File: config.mk
export PLATFORM = sky130hd
export DESIGN_NAME = mroq_cfg
export DESIGN_NICKNAME = d
export VERILOG_FILES = /design/src/hdl/mroq_pkg.sv /design/src/hdl/mroq_cfg.sv
export SDC_FILE = /design/constraint.sdc
export NUM_CORES = 1
export LEC_CHECK = 0
export BUFFER_PORTS_ARGS = -buffer_cell sky130_fd_sc_hd__buf_2
export CELL_PAD_IN_SITES_DETAIL_PLACEMENT = 0
export CELL_PAD_IN_SITES_GLOBAL_PLACEMENT = 1
export CORE_UTILIZATION = 25
export DETAILED_ROUTE_END_ITERATION = 16
export GPL_TIMING_DRIVEN = 0
export PLACE_DENSITY = 0.8
export SLEW_MARGIN = 20
export SYNTH_ARGS = -nofsm -noshare
export SYNTH_HDL_FRONTEND = slang
export SYNTH_SLANG_ARGS = --single-unit
File: constraint.sdc
create_clock -name aclk -period 1.6 [get_ports aclk]
set_clock_uncertainty 0.05 [all_clocks]
set_input_delay 0.4 -clock aclk [delete_from_list [all_inputs] [get_ports aclk]]
set_output_delay 0.4 -clock aclk [all_outputs]
set_load 0.01 [all_outputs]
File: src/hdl/mroq_pkg.sv
`timescale 1ns / 1ps

package mroq_pkg;

    // Sizes of the queue set
    localparam int NUM_QUEUES  = 4;
    localparam int QUEUE_DEPTH = 64;
    localparam int NUM_READERS = 4;
    localparam int WORD_WIDTH  = 32;

    localparam int Q_BITS     = 2;
    localparam int R_BITS     = 2;
    localparam int SLOT_BITS  = 6;
    localparam int ADDR_BITS  = Q_BITS + SLOT_BITS;
    localparam int SEQ_BITS   = 64;
    localparam int FILL_BITS  = 7;
    localparam int MASK_BITS  = 4;
    localparam int APB_ABITS  = 4;
    localparam int APB_DBITS  = 32;
    localparam int NUM_SLOTS  = NUM_QUEUES * NUM_READERS;

    // Register indexes on the APB port
    localparam logic [1:0] REG_CREATED  = 2'd0;
    localparam logic [1:0] REG_ENABLED  = 2'd1;
    localparam logic [1:0] REG_CAPACITY = 2'd2;

    localparam logic [MASK_BITS-1:0] ENABLED_RESET  = 4'hF;
    localparam logic [FILL_BITS-1:0] CAPACITY_RESET = 7'd64;

    typedef enum logic [1:0] {
        OP_PUSH     = 2'd0,
        OP_POP      = 2'd1,
        OP_REGISTER = 2'd2,
        OP_CLEAR    = 2'd3
    } op_t;

    typedef enum logic [2:0] {
        ST_OK        = 3'd0,
        ST_NO_QUEUE  = 3'd1,
        ST_NO_READER = 3'd2,
        ST_EMPTY     = 3'd3,
        ST_NOT_FOUND = 3'd4,
        ST_NO_SLOT   = 3'd5
    } status_t;

    typedef struct packed {
        logic [MASK_BITS-1:0] created;
        logic [MASK_BITS-1:0] enabled;
        logic [FILL_BITS-1:0] capacity;
    } cfg_t;

    typedef struct packed {
        op_t                   op;
        logic [Q_BITS-1:0]     queue_id;
        logic [R_BITS-1:0]     reader_id;
        logic [WORD_WIDTH-1:0] word;
    } req_t;

    typedef struct packed {
        status_t              status;
        logic                 pop_hit;
        logic [R_BITS-1:0]    granted;
        logic                 lag;
        logic [FILL_BITS-1:0] fill;
    } res_t;

    typedef struct packed {
        logic                  wr_en;
        logic                  rd_en;
        logic [ADDR_BITS-1:0]  addr;
        logic [WORD_WIDTH-1:0] wdata;
    } mem_req_t;

endpackage

File: src/hdl/mroq_cfg.sv
`timescale 1ns / 1ps

module mroq_cfg (
    input  logic                          aclk,
    input  logic                          aresetn,
    input  logic                          psel,
    input  logic                          penable,
    input  logic                          pwrite,
    input  logic [mroq_pkg::APB_ABITS-1:0] paddr,
    input  logic [mroq_pkg::APB_DBITS-1:0] pwdata,
    output logic [mroq_pkg::APB_DBITS-1:0] prdata,
    output logic                          pready,
    output mroq_pkg::cfg_t                cfg
);
    import mroq_pkg::*;

    logic [MASK_BITS-1:0] created_reg;
    logic [MASK_BITS-1:0] enabled_reg;
    logic [FILL_BITS-1:0] capacity_reg;
    logic                 wr_en;
    logic [1:0]           reg_idx;

    assign pready  = 1'b1;
    assign reg_idx = paddr[3:2];
    assign wr_en   = psel && penable && pwrite && pready;

    // Register writes in the access phase
    always_ff @(posedge aclk) begin
        if (!aresetn) begin
            created_reg  <= '0;
            enabled_reg  <= ENABLED_RESET;
            capacity_reg <= CAPACITY_RESET;
        end else if (wr_en) begin
            unique case (reg_idx)
                REG_CREATED:  created_reg  <= pwdata[MASK_BITS-1:0];
                REG_ENABLED:  enabled_reg  <= pwdata[MASK_BITS-1:0];
                REG_CAPACITY: capacity_reg <= pwdata[FILL_BITS-1:0];
                default: ;
            endcase
        end
    end

    // Read mux
    always_comb begin
        unique case (reg_idx)
            REG_CREATED:  prdata = APB_DBITS'(created_reg);
            REG_ENABLED:  prdata = APB_DBITS'(enabled_reg);
            REG_CAPACITY: prdata = APB_DBITS'(capacity_reg);
            default:      prdata = '0;
        endcase
    end

    assign cfg.created  = created_reg;
    assign cfg.enabled  = enabled_reg;
    assign cfg.capacity = capacity_reg;

endmodule

== After elaboration in Yosys (flattened, before gate mapping) ==
Cells that the tools add are included.

* Reduce and logical (&&, ||, !) cells: 6
* Multiplexer cells: 1
* Equality and inequality tests: 2

{| class="wikitable"
|+ Operators with widths
! operator !! number
|-
| case mux 7 bit (3 select lines) || 1
|-
| AND reduction 2 bit || 3
|-
| equality test 2 x 1 -> 1 bit (second input constant) || 1
|-
| equality test 2 bit (second input constant) || 1
|-
| logical AND 1 bit || 2
|-
| logical NOT 2 bit || 1
|}

* Register bits after elaboration: 15
* Logic and storage cells: 12
* Input port bits: 41
* Output and inout port bits: 48

== Depth between registers and ports, before layout ==
* Word-level depth: 3
* Gate-level depth with buffers: 5
* Gate-level depth less buffers: 3

== Worst setup path after synthesis ==
No wires, ideal clock.

* Kind: in2out
* Start: input port paddr[3] (netlist bit)
* End: output port prdata[0] (netlist bit)
* Data arrival time: 973 ps
* Data required time: 1,150 ps
* Stages on the path: 5
* Slack: 177 ps
* Buffers on the path: 2
* Cell sequence: buf_4 nor2b_1 buf_4 nand2_1 o21ai_0

* Longest elaborated chain between the ends: 2
* Elaborated cells on any way between the ends: 4
* Those cells by class: eq/ne (2); mux (1); reduce/logical (1)

{| class="wikitable"
|+ Ends and longest elaborated chain
! element !! RTL line !! source
|-
| start: declaration || mroq_cfg.sv:9 || <nowiki>input logic [mroq_pkg::APB_ABITS-1:0] paddr,</nowiki>
|-
| equality test 2 bit, or another cell as far along || mroq_cfg.sv:45 || <nowiki>unique case (reg_idx)</nowiki>
|-
| case mux 7 bit (3 select lines) (*) || mroq_cfg.sv:45 ||
|-
| end: declaration || mroq_cfg.sv:11 || <nowiki>output logic [mroq_pkg::APB_DBITS-1:0] prdata,</nowiki>
|}

Every way passes the cells marked *; elsewhere a longest branch is shown, timed or not.

== Worst setup path after layout ==
* Start: input port paddr[3] (netlist bit)
* End: output port prdata[3] (netlist bit)

The elaborated chain is that of the path after synthesis.

==> results.sh <==
export IMPL_status="completed"
export IMPL_ir_worst_vdd_v=0.0004044
export IMPL_area_delta_synth_final_pct=41.19
export IMPL_hold_path_class="in2reg"
export IMPL_max_freq_mhz=650.9
export IMPL_fp_dieW_um=63.47
export IMPL_antenna_cells=0
export IMPL_yosys_warnings=0
export IMPL_grt_max_degree=11
export IMPL_port_buffers=34
export IMPL_grt_pass1_vias=659
export IMPL_initial_utilization=0.2724
export IMPL_drt_iter0_markers=22
export IMPL_clk_latency_ps=250
export IMPL_cp_required_ps=1150
export IMPL_rows=21
export IMPL_coreArea_sq_um=3468
export IMPL_dp_hpwl_mm=1.650
export IMPL_largest_reg_flops=7
export IMPL_die_area_sq_um=4028
export IMPL_num_nets_final=217
export IMPL_drtPass1Iterations=4
export IMPL_post_dp_cell_area_sq_um=1262
export IMPL_period_share=0.9601
export IMPL_gp_congestion=0.7125
export IMPL_endpoint_kind="output port"
export IMPL_drc=0
export IMPL_maxCapViolations=0
export IMPL_fin_crit_ps=1536
export IMPL_ys_seq_elements=15
export IMPL_intPower_uw=642.0
export IMPL_crit_type="in2out"
export IMPL_clock_sinks=15
export IMPL_power_density_nw_per_um2=655.4
export IMPL_io_pin_count=89
export IMPL_rsz0062_at_grt="no"
export IMPL_pwr_share_seq=0.439
export IMPL_tightest_slew_ps=504.3
export IMPL_whs_ps=344.4
export IMPL_routedWlPerCell_um=9.308
export IMPL_multi_input_area_sq_um=483.0
export IMPL_setup_viol=0
export IMPL_final_seq_area_sq_um=300.3
export IMPL_htreeDepth=1
export IMPL_synth_edf_count=0
export IMPL_antenna_left=0
export IMPL_clk_pin_slew_ps=60
export IMPL_p_comb_frac=0.204
export IMPL_cts_root_buf="clkbuf_8"
export IMPL_track_usage=0.1038
export IMPL_async_flop_share=0
export IMPL_finalHoldViolations=0
export IMPL_grt_pass1_wl_mm=3.180
export IMPL_clock_power_share=0.357
export IMPL_drive_gt1_frac=0.4286
export IMPL_final_core_util=0.3846
export IMPL_numCtsBuffers=3
export IMPL_cts_tree="done"
export IMPL_wirelength_mm=2.057
export IMPL_cp_start_kind="primary input"
export IMPL_final_cell_area_sq_um=1334
export IMPL_die_height_um=63.47
export IMPL_p_leak_uw=0.0007536
export IMPL_synth_cells=112
export IMPL_slew_headroom=0.6638
export IMPL_synthFlopType="dfxtp_1"
export IMPL_grt_ovfl_total=0
export IMPL_clock_path_buffers=2
export IMPL_antenna_found_initial=0
export IMPL_slew_viol_final=0
export IMPL_num_vias=819
export IMPL_synth_area_sq_um=944.7
export IMPL_avgSynthCellArea_sq_um=8.434
export IMPL_fill_cells=382
export IMPL_synth_cell_types=19
export IMPL_synth_seq_area_share=0.3179
export IMPL_switching_share=0.2656
export IMPL_cp_arrival_ps=1090
export IMPL_switchingPower_uw=232.1
export IMPL_cp_max_fo=8
export IMPL_vias_per_cell=3.706
worst max-delay path, cell delays in order:
cell     delay [ps]
buf_4           160
nor2b_4         110
buf_6           120
nand2_1          50
o21ai_0          80
buf_2           160
kinds of logic (layout without fill, tap and decap cells):
logic type,Yosys count,after routing,share of synthesized area
buffers and inverters,37,76,0.2742
and+or+nand+nor,35,35,0.1854
DFF,15,15,0.3179
muxes,14,14,0.1483
AOI/OAI and AO/OA,9,9,0.06621
other,2,26,0.007950
cells in the final DEF, fill, tap and decap left out:
cell type / count
and2_1: 3
and2_4: 2
and3_4: 1
buf_2: 33
buf_4: 28
buf_6: 4
clkbuf_1: 2
clkbuf_8: 3
clkinv_2: 1
conb_1: 26
dfxtp_1: 15
inv_1: 5
mux2i_1: 14
nand2_1: 21
nand3_1: 5
nor2_1: 1
nor2b_4: 2
o211ai_1: 4
o211ai_2: 1
o21ai_0: 3
o21ai_1: 1
layout make-up:
type | instances | share of cell area
multi-input cells | 84 | 0.3621
flip-flops and latches | 15 | 0.2251
plain buffers | 32 | 0.1829
repair buffers | 35 | 0.1379
well taps | 46 | 0.04315
clock buffers | 3 | 0.03096
inverters | 5 | 0.01407
clock inverters | 1 | 0.003752
cells in the mapped netlist, drive strengths merged (2+ instances only):
master / n / share of area
buf: 30 / 0.25
nand2: 21 / 0.083
dfxtp: 15 / 0.32
mux2i: 14 / 0.15
and2: 5 / 0.038
inv: 5 / 0.020
nand3: 5 / 0.026
o211ai: 5 / 0.045
o21ai: 4 / 0.021
clkbuf: 2 / 0.0079
conb: 2 / 0.0079
nor2b: 2 / 0.021
path summary, 6_finish.rpt:
| check | cells past startpoint | to | start | slack (ps) |
|---|---|---|---|---|
| max | 6 | prdata[3] | paddr[3] | 60 |
| min | 3 | capacity_reg[4]$_SDFFE_PN0P_ | pwdata[4] | 340 |
| max reg2reg | 2 | created_reg[1]$_SDFFE_PN0P_ | created_reg[1]$_SDFFE_PN0P_ | 890 |
| min reg2reg | 2 | capacity_reg[5]$_SDFFE_PN0P_ | capacity_reg[5]$_SDFFE_PN0P_ | 420 |
power groups by stage:
stage | clock, uW | combinational (uW) | sequential (uW)
after floorplan | 0 | 126 | 394
after global placement | 0 | 170 | 392
after detailed placement | 0 | 170 | 392
after CTS | 327 | 172 | 384
after global routing | 344 | 195 | 384
final | 312 | 178 | 384
what timing repair did:
item	CTS	global route
resized for setup	1	3
buffers inserted	0	1
pin swaps	0	0
hold buffers	0	0
endpoints found under the setup margin	3	4
metrics by stage:
stage / total power, uW / setup slack [ps] / TNS (ps) / instances
after detailed placement: 562.5 / -34.49 / -67.79 / 216
final: 874.1 / 63.76 / 0 / 221
after CTS: 881.9 / 15.30 / 0 / 220
after global routing: 923.2 / 8.913 / 0 / 221
after floorplan: 520.0 / 176.7 / 0 / 136
after global placement: 562.1 / -18.77 / -22.57 / 216
per-layer routing:
| metal | up-vias | part of all wire | wire (um) | GRT usage |
|---|---|---|---|---|
| li1 | 434 | - | - | - |
| met1 | 333 | 0.49 | 1007 | 0.1416 |
| met2 | 50 | 0.40 | 817 | 0.1489 |
| met3 | 2 | 0.11 | 224 | 0.04891 |
| met4 | 0 | 0.0039 | 8 | 0.01705 |
| met5 | - | 0 | 0 | 0 |
Power figures use the tool's default switching activity.
