<file path="config.mk">
export PLATFORM = sky130hd
export DESIGN_NAME = mroq_queue_state
export DESIGN_NICKNAME = d
export VERILOG_FILES = /design/src/hdl/mroq_pkg.sv /design/src/hdl/mroq_queue_state.sv
export SDC_FILE = /design/constraint.sdc
export NUM_CORES = 2
export LEC_CHECK = 0
export BUFFER_PORTS_ARGS = -buffer_cell sky130_fd_sc_hd__buf_2
export CORE_MARGIN = 4
export CORE_UTILIZATION = 50
export CTS_CLUSTER_DIAMETER = 50
export DETAILED_ROUTE_END_ITERATION = 16
export HOLD_SLACK_MARGIN = 0.1
export PLACE_DENSITY = 0.7
export SETUP_SLACK_MARGIN = 0.1
export SLEW_MARGIN = 20
export SYNTH_ARGS = -nofsm -noshare
export SYNTH_HDL_FRONTEND = slang
export SYNTH_SLANG_ARGS = --single-unit
</file>
<file path="constraint.sdc">
create_clock -name aclk -period 12.21 [get_ports aclk]
set_clock_uncertainty 0.05 [all_clocks]
set_input_delay 1.221 -clock aclk [delete_from_list [all_inputs] [get_ports aclk]]
set_output_delay 1.221 -clock aclk [all_outputs]
set_load 0.01 [all_outputs]
</file>
<file path="src/hdl/mroq_pkg.sv">
`timescale 1ns / 1ps

package mroq_pkg;

    // Sizes of the queue set
    localparam int NUM_QUEUES  = 4;
    localparam int QUEUE_DEPTH = 64;
    localparam int NUM_READERS = 4;
    localparam int WORD_WIDTH  = 32;

    localparam int Q_BITS     = 2;
    localparam int R_BITS     = 2;
    localparam int SLOT_BITS  = 6;
    localparam int ADDR_BITS  = Q_BITS + SLOT_BITS;
    localparam int SEQ_BITS   = 64;
    localparam int FILL_BITS  = 7;
    localparam int MASK_BITS  = 4;
    localparam int APB_ABITS  = 4;
    localparam int APB_DBITS  = 32;
    localparam int NUM_SLOTS  = NUM_QUEUES * NUM_READERS;

    // Register indexes on the APB port
    localparam logic [1:0] REG_CREATED  = 2'd0;
    localparam logic [1:0] REG_ENABLED  = 2'd1;
    localparam logic [1:0] REG_CAPACITY = 2'd2;

    localparam logic [MASK_BITS-1:0] ENABLED_RESET  = 4'hF;
    localparam logic [FILL_BITS-1:0] CAPACITY_RESET = 7'd64;

    typedef enum logic [1:0] {
        OP_PUSH     = 2'd0,
        OP_POP      = 2'd1,
        OP_REGISTER = 2'd2,
        OP_CLEAR    = 2'd3
    } op_t;

    typedef enum logic [2:0] {
        ST_OK        = 3'd0,
        ST_NO_QUEUE  = 3'd1,
        ST_NO_READER = 3'd2,
        ST_EMPTY     = 3'd3,
        ST_NOT_FOUND = 3'd4,
        ST_NO_SLOT   = 3'd5
    } status_t;

    typedef struct packed {
        logic [MASK_BITS-1:0] created;
        logic [MASK_BITS-1:0] enabled;
        logic [FILL_BITS-1:0] capacity;
    } cfg_t;

    typedef struct packed {
        op_t                   op;
        logic [Q_BITS-1:0]     queue_id;
        logic [R_BITS-1:0]     reader_id;
        logic [WORD_WIDTH-1:0] word;
    } req_t;

    typedef struct packed {
        status_t              status;
        logic                 pop_hit;
        logic [R_BITS-1:0]    granted;
        logic                 lag;
        logic [FILL_BITS-1:0] fill;
    } res_t;

    typedef struct packed {
        logic                  wr_en;
        logic                  rd_en;
        logic [ADDR_BITS-1:0]  addr;
        logic [WORD_WIDTH-1:0] wdata;
    } mem_req_t;

endpackage

</file>
<file path="src/hdl/mroq_queue_state.sv">
`timescale 1ns / 1ps

module mroq_queue_state (
    input  logic               aclk,
    input  logic               aresetn,
    input  logic               exec_en,
    input  mroq_pkg::req_t     req,
    input  mroq_pkg::cfg_t     cfg,
    output mroq_pkg::res_t     res,
    output mroq_pkg::mem_req_t mem
);
    import mroq_pkg::*;

    // Per-queue pointers
    logic [SEQ_BITS-1:0]  seq_reg  [NUM_QUEUES];
    logic [FILL_BITS-1:0] fill_reg [NUM_QUEUES];
    logic [SLOT_BITS-1:0] pos_reg  [NUM_QUEUES];
    // Per-reader cursors; an unregistered slot's cursor is never used
    logic [SEQ_BITS-1:0]  cursor_reg [NUM_SLOTS];
    logic [NUM_SLOTS-1:0] regd_reg;

    logic [SEQ_BITS-1:0]  seq_next;
    logic [FILL_BITS-1:0] fill_next;
    logic [SLOT_BITS-1:0] pos_next;
    logic [SEQ_BITS-1:0]  cursor_next;
    logic                 cursor_we;
    logic                 regd_set;

    logic [SEQ_BITS-1:0]    q_seq;
    logic [FILL_BITS-1:0]   q_fill;
    logic [SLOT_BITS-1:0]   q_pos;
    logic                   created;
    logic                   enabled;
    logic [FILL_BITS-1:0]   eff_cap;
    logic [Q_BITS+R_BITS-1:0] ridx;
    logic [Q_BITS+R_BITS-1:0] widx;
    logic [SEQ_BITS-1:0]    cur;
    logic [SEQ_BITS:0]      diff;
    logic                   lag_raw;
    logic [SEQ_BITS-1:0]    offset;
    logic                   off_hi_zero;
    logic [FILL_BITS-1:0]   off_lo;
    logic [SEQ_BITS-1:0]    cur_eff;
    logic [SEQ_BITS-1:0]    cur_inc;
    logic                   free_found;
    logic [R_BITS-1:0]      free_slot;

    assign q_seq   = seq_reg[req.queue_id];
    assign q_fill  = fill_reg[req.queue_id];
    assign q_pos   = pos_reg[req.queue_id];
    assign created = cfg.created[req.queue_id];
    assign enabled = cfg.enabled[req.queue_id];
    assign ridx    = {req.queue_id, req.reader_id};
    assign cur     = cursor_reg[ridx];

    // Capacity clamp: zero acts as one, above the ring depth as the depth
    always_comb begin
        if (cfg.capacity == '0) begin
            eff_cap = FILL_BITS'(1);
        end else if (cfg.capacity > FILL_BITS'(QUEUE_DEPTH)) begin
            eff_cap = FILL_BITS'(QUEUE_DEPTH);
        end else begin
            eff_cap = cfg.capacity;
        end
    end

    // Cursor position relative to the oldest entry; borrow flags a lagging reader
    assign diff        = {1'b0, cur} - {1'b0, q_seq};
    assign lag_raw     = diff[SEQ_BITS];
    assign offset      = lag_raw ? '0 : diff[SEQ_BITS-1:0];
    assign off_hi_zero = (offset[SEQ_BITS-1:FILL_BITS] == '0);
    assign off_lo      = offset[FILL_BITS-1:0];
    assign cur_eff     = lag_raw ? q_seq : cur;
    assign cur_inc     = cur_eff + SEQ_BITS'(1);

    // Lowest free reader slot of the addressed queue
    always_comb begin
        free_found = 1'b0;
        free_slot  = '0;
        for (int i = NUM_READERS - 1; i >= 0; i--) begin
            if (!regd_reg[{req.queue_id, R_BITS'(i)}]) begin
                free_found = 1'b1;
                free_slot  = R_BITS'(i);
            end
        end
    end

    // Operation decode and next pointer values
    always_comb begin
        seq_next    = q_seq;
        fill_next   = q_fill;
        pos_next    = q_pos;
        cursor_next = cur;
        cursor_we   = 1'b0;
        regd_set    = 1'b0;
        widx        = ridx;
        res.status  = ST_OK;
        res.pop_hit = 1'b0;
        res.granted = '0;
        res.lag     = 1'b0;
        mem.wr_en   = 1'b0;
        mem.rd_en   = 1'b0;
        mem.addr    = {req.queue_id, q_pos + q_fill[SLOT_BITS-1:0]};
        mem.wdata   = req.word;

        unique case (req.op)
            OP_PUSH: begin
                if (!created || !enabled) begin
                    res.status = ST_NO_QUEUE;
                end else begin
                    mem.wr_en = exec_en;
                    if (q_fill >= eff_cap) begin
                        pos_next = q_pos + SLOT_BITS'(1);
                        seq_next = q_seq + SEQ_BITS'(1);
                    end else begin
                        fill_next = q_fill + FILL_BITS'(1);
                    end
                end
            end
            OP_POP: begin
                if (!regd_reg[ridx]) begin
                    res.status = ST_NO_READER;
                end else if (!created) begin
                    res.status = ST_NO_QUEUE;
                end else begin
                    res.lag     = lag_raw;
                    cursor_we   = 1'b1;
                    cursor_next = cur_eff;
                    if (off_hi_zero && (off_lo == q_fill)) begin
                        res.status = ST_EMPTY;
                    end else if (!off_hi_zero || (off_lo > q_fill)) begin
                        res.status = ST_NOT_FOUND;
                    end else begin
                        res.pop_hit = 1'b1;
                        mem.rd_en   = exec_en;
                        mem.addr    = {req.queue_id, q_pos + off_lo[SLOT_BITS-1:0]};
                        cursor_next = cur_inc;
                    end
                end
            end
            OP_REGISTER: begin
                if (!created) begin
                    res.status = ST_NO_QUEUE;
                end else if (!free_found) begin
                    res.status = ST_NO_SLOT;
                end else begin
                    res.granted = free_slot;
                    regd_set    = 1'b1;
                    cursor_we   = 1'b1;
                    cursor_next = '0;
                    widx        = {req.queue_id, free_slot};
                end
            end
            OP_CLEAR: begin
                if (!created) begin
                    res.status = ST_NO_QUEUE;
                end else begin
                    fill_next = '0;
                end
            end
            default: ;
        endcase
        res.fill = fill_next;
    end

    // Pointer update on the execute cycle
    always_ff @(posedge aclk) begin
        if (!aresetn) begin
            for (int i = 0; i < NUM_QUEUES; i++) begin
                seq_reg[i]  <= '0;
                fill_reg[i] <= '0;
                pos_reg[i]  <= '0;
            end
            regd_reg <= '0;
        end else if (exec_en) begin
            seq_reg[req.queue_id]  <= seq_next;
            fill_reg[req.queue_id] <= fill_next;
            pos_reg[req.queue_id]  <= pos_next;
            if (regd_set) begin
                regd_reg[widx] <= 1'b1;
            end
        end
    end

    // Cursor write
    always_ff @(posedge aclk) begin
        if (exec_en && cursor_we) begin
            cursor_reg[widx] <= cursor_next;
        end
    end

endmodule

</file>
# == Word level (Yosys, flattened, before mapping) ==
# Memory sizes are Yosys's and may differ from the RTL's.
# Index checks and enable logic that the tools add are counted.
# op_classes
addsub,7
reduce_logical,15
order_cmp,11
n_bitwise,1
eq_ne,4
muxes,96
# op_table
op,count
64-bit two-way mux,12
64-bit by 1-bit adder with 64-bit output (second input constant),2
64-bit one-hot mux with 2 select lines,1
64-bit by 64-bit subtractor with 65-bit output,1
64-bit OR reduction,1
57-bit logical NOT,1
9-bit two-way mux,5
7-bit two-way mux,6
1-bit two-way mux,38
4-bit by 5-bit less-than comparator with 1-bit output (second input constant),6
2-bit two-way mux,13
6-bit two-way mux,4
3-bit two-way mux,6
16-bit bitwise OR,1
7-bit one-hot mux with 2 select lines,1
6-bit adder,2
1-bit binary-select mux with 2-bit select,6
3-bit one-hot mux with 4 select lines,1
7-bit by 1-bit adder with 7-bit output (second input constant),1
7-bit equality test,1
7-bit >= comparator,1
7-bit > comparator,1
7-bit > comparator (second input constant),1
7-bit logical NOT,1
15 further kinds,21
# word_totals
in_bits,56
word_cells,139
ramBits,1332
register_bits,16
mem_count,4
# mem_list
memory,depth,word_bits,read_ports,rd_clocked_by_memory_dff,wr,line,rtl
cursor_reg,16,64,1,0,1,mroq_queue_state.sv:19,logic [SEQ_BITS-1:0] cursor_reg [NUM_SLOTS];
seq_reg,4,64,1,0,4,mroq_queue_state.sv:15,logic [SEQ_BITS-1:0] seq_reg [NUM_QUEUES];
fill_reg,4,7,1,0,4,mroq_queue_state.sv:16,logic [FILL_BITS-1:0] fill_reg [NUM_QUEUES];
pos_reg,4,6,1,0,4,mroq_queue_state.sv:17,logic [SLOT_BITS-1:0] pos_reg [NUM_QUEUES];

# == Longest topological paths before layout ==
# depth
word_depth,14
mapped_depth,43

# == Worst setup path before layout ==
# OpenSTA, ideal clock, no wires.
# synth_timing
path_type,input port to flip-flop
start,input port req[32] (netlist bit)
end,"memory cursor_reg[0][26], data pin"
required_ns,11.830
n_path_buf,15
setup_slack_ns,1.069
setup_ns,0.330
cell_stages,40
t_arrival_ns,10.761
cell_sequence,buf_4 > buf_4 > buf_4 > buf_2 > buf_2 > buf_4 > buf_2 > buf_2 > mux4_2 > mux4_2 > ha_1 > inv_1 > o21bai_1 > a221o_1 > a31oi_1 > o21ai_1 > o21ai_1 > clkbuf_1 > (+4 left out) > ha_1 > nor2b_1 > o21a_1 > o21ai_0 > nand2b_1 > a21oi_1 > nor2_1 > a211oi_1 > nor2b_1 > clkbuf_1 > nand3_1 > or2_2 > o41ai_2 > buf_4 > buf_2 > nand3_1 > xnor2_1 > o21ai_0
# synth_between
elab_chain_len,11
elab_cells_between_ends,20
classes_between,2 x add/sub; 1 x order compare; 1 x eq/ne; 11 x mux; 4 x reduce/logical; 1 x memory
# synth_lines
element,line,rtl
"start, declared",mroq_queue_state.sv:7,"input mroq_pkg::req_t req,"
"parallel branches: the longest is 10 deep, another holds 64-bit by 64-bit subtractor with 65-bit output",n/a,
64-bit one-hot mux with 2 select lines *,mroq_queue_state.sv:106,unique case (req.op)
named net cursor_next[26],mroq_queue_state.sv:25,logic [SEQ_BITS-1:0] cursor_next;
"end, declared",mroq_queue_state.sv:19,
# Mark *: on every way through the listed nets, which the timed path passes. The select of a mux whose other input is x is not followed.

==> impl_metrics.toml <==
[run_status]
run_status = "finished clean"

[placed_design]
io_buffers = 47
dp_slack_ns = 1.502
post-dp-hpwl_um = 112500
placed_area_um2 = 66080
gp_congestion = 1.053

[worst_setup_path]
r2r_end = "cursor_reg[14][15]"
cp-endpoint = "mem[37]"
startpoint = "req[33]"
reg2reg_slack_ns = 3.53
r2r_start = "cursor_reg[10][19]"
end_kind = "primary output"
crit_arrival_ns = 9.58
startpoint_type = "input pin"
critical_path_class = "in2out"
reg2reg_depth = 27
worstPathRequired_ns = 10.94
crit_fanout = 105

[pwr]
power_density_nw_per_um2 = 159.9
peakVddDrop_uv = 121.6
leakage_nw = 23.67

[finish]
fin_util = 0.5607
largest_reg_flops = 1024
layout-drive-gt1-share = 0.1924
fillers = 9791
design_area_um2 = 70780
nets = 4516
final_common_cell = "edfxtp_1"
register_area_um2 = 40320
layout_common_cells = "edfxtp_1, nor2_1, mux4_2"
areaGrowthSynthToFinish_pct = 10.84
multi_input_area_um2 = 21830

[yosys]
syn-num-nets = 4464
synth_ff_type = "edfxtp_1"
synth_cell_types = 89
synth_compound_area_frac = 0.06300
netlist_area_um2 = 63850
ys_async_sr_fraction = 0
synth_seq_area_share = 0.6314
synth_seq_cells = 1348
syn_inst = 4309
synth-xor-area-share = 0.02099
syn_avg_cell_area_um2 = 14.82
synth.area.mux_share = 0.1455
synth_edf_count = 1332
yosys.area_share.simple = 0.08853
ys.warnings.count = 0
synth_top_family_by_area = "multiplexers"
synthAdderAreaFrac = 0.01975

[sta]
finalHoldViolations = 0
relSlewSlack = 0.2246
finalCritPeriodShare = 0.8885
fin_crit_ns = 10.85
setup_slack_ns = 1.361
timing.hold.ws_ns = 0.4456
fmax_ghz = 0.09218
tns_ns = 0
rsz0062_at_grt = "no"
setup_viol = 0
tightest_slew_ns = 1.159
maxSlewViolCount = 0

[route]
num_vias = 39720
route.detailed.drc = 0
firstDrtPassIters = 6
routedWlPerCell_um = 29.27
via_per_inst = 6.483
drt_iter0_markers = 5299
ant_nets = 0
drt_wl_total_um = 179300

[clock_tree]
clkTransAtPathRegs_ns = 0.06
cts_buffer_depth = 3
ctsHtreeMaxLevel = 4
cts_tree = "built"
cts-root-buf = "clkbuf_16"
cts_resized = 0
ctsHoldBuffers = 0
postCtsSetupRepairBufs = 0
worst_skew_pair.late_latency_ns = 0.79
cts_sinks = 1348
numCtsBuffers = 144

[grt]
grt_pass1_vias = 38820
grt_use_total = 0.2702
grt_antenna_before_repair = 4
grt_max_degree = 106
grt_pass1_wl_um = 263900
gr-total-overflow = 0

[hold_path]
hold_path.class = "reg2reg"

[die]
ios = 112
num_rows = 130
initial_core_util = 0.5059
core_um2 = 126200
die_area_um2 = 133500
die_w_um = 365.4
die_h_um = 365.4

[job]
cap_viol_max_count = 0
-- cell type report --
| class | count | area share |
|---|---|---|
| Antenna cell | 1 | 0.00003536 |
| Clock buffer | 172 | 0.05360 |
| Inverter | 168 | 0.008910 |
| Tap cell | 1650 | 0.02917 |
| Timing Repair Buffer | 171 | 0.01816 |
| Sequential cell | 1348 | 0.5697 |
| Multi-Input combinational cell | 2528 | 0.3084 |
| Clock inverter | 89 | 0.01207 |
-- per-stage QoR --
step | power [mW] | std cells
2_1_floorplan | 6.514 | 4309
3_3_place_gp | 7.071 | 5861
3_5_place_dp | 7.078 | 5861
4_1_cts | 11.33 | 6122
5_1_grt | 11.70 | 6126
6_report | 11.31 | 6127
-- power by group --
group,switching (mW),internal [mW]
clock,1.81,2.47
sequential,0.0155,5.24
combinational,1.22,0.564
total,3.04,8.28
-- worst max-delay path: stages --
cell and delay (ns):
buf_8 0.62, buf_12 0.51, mux4_2 0.42, mux4_2 0.63, ha_1 0.53, and4_1 0.33
nand2b_1 0.27, nor2_1 0.18, a221o_1 0.37, a211o_1 0.45, o21ai_4 0.42, nor2_1 0.17
ha_1 0.34, nor2b_1 0.13, o21a_1 0.16, o21ai_0 0.14, nand2b_1 0.08, a21oi_1 0.14
nor2_1 0.06, a211oi_1 0.29, nor2b_2 0.34, buf_4 0.41, nand3_1 0.47, mux2i_1 0.36
xnor2_1 0.14, buf_2 0.14
-- synth_stat cells, drive strengths merged (17+ instances only) --
library cell  number  area (um2)
nand2            351        1318
o31ai             22       175.2
mux2i             25       250.2
mux4             398        8964
xor2              26       227.7
nand2b            24       150.1
edfxtp          1332       40000
nand4             77       503.0
a221o             20       200.2
a21oi            152       790.8
o21a              39       300.3
nor4              41       269.0
inv              167       626.9
nand3             84       420.4
ha                96        1201
a31oi             22       137.6
and3              17       106.4
nor3              60       305.3
clkbuf           119       446.7
xnor2            127        1112
o21ai            140       704.4
buf              146       887.1
o211ai            18       140.1
a22oi             17       127.6
a21o              38       285.3
nor2             485        1821
-- worst min path at each step --
stage	cells after the start	slack (ns)	endpoint	startpoint
finish	1	0.45	regd_reg[14]	regd_reg[14]
global placement	1	0.43	regd_reg[14]	regd_reg[14]
floorplan	1	0.40	regd_reg[9]	regd_reg[9]
CTS	1	0.45	regd_reg[0]	regd_reg[0]
global route	1	0.46	regd_reg[0]	regd_reg[0]
detailed placement	1	0.43	regd_reg[0]	regd_reg[0]
-- cell families (layout without fill, tap and decap cells) --
logic type                 Yosys count  count (layout)
AOI/OAI and AO/OA                  603             603
other                                0               1
buffers and inverters              433             600
muxes                              430             430
adders and majority gates           99              99
xor gates and xnor gates           153             153
and+or+nand+nor                   1243            1243
DFF                               1348            1348
-- per-layer routing --
metal  part of all wire  GRT usage  vias up  routed length, um
met1               0.40     0.3863    20210              71580
met5                  0          0        -                  0
li1                   -          -    16920                  -
met2               0.47     0.4207     2223              83570
met4              0.036    0.09344        0               6488
met3              0.099    0.05173      370              17700
(Power assumes the default switching activity.)
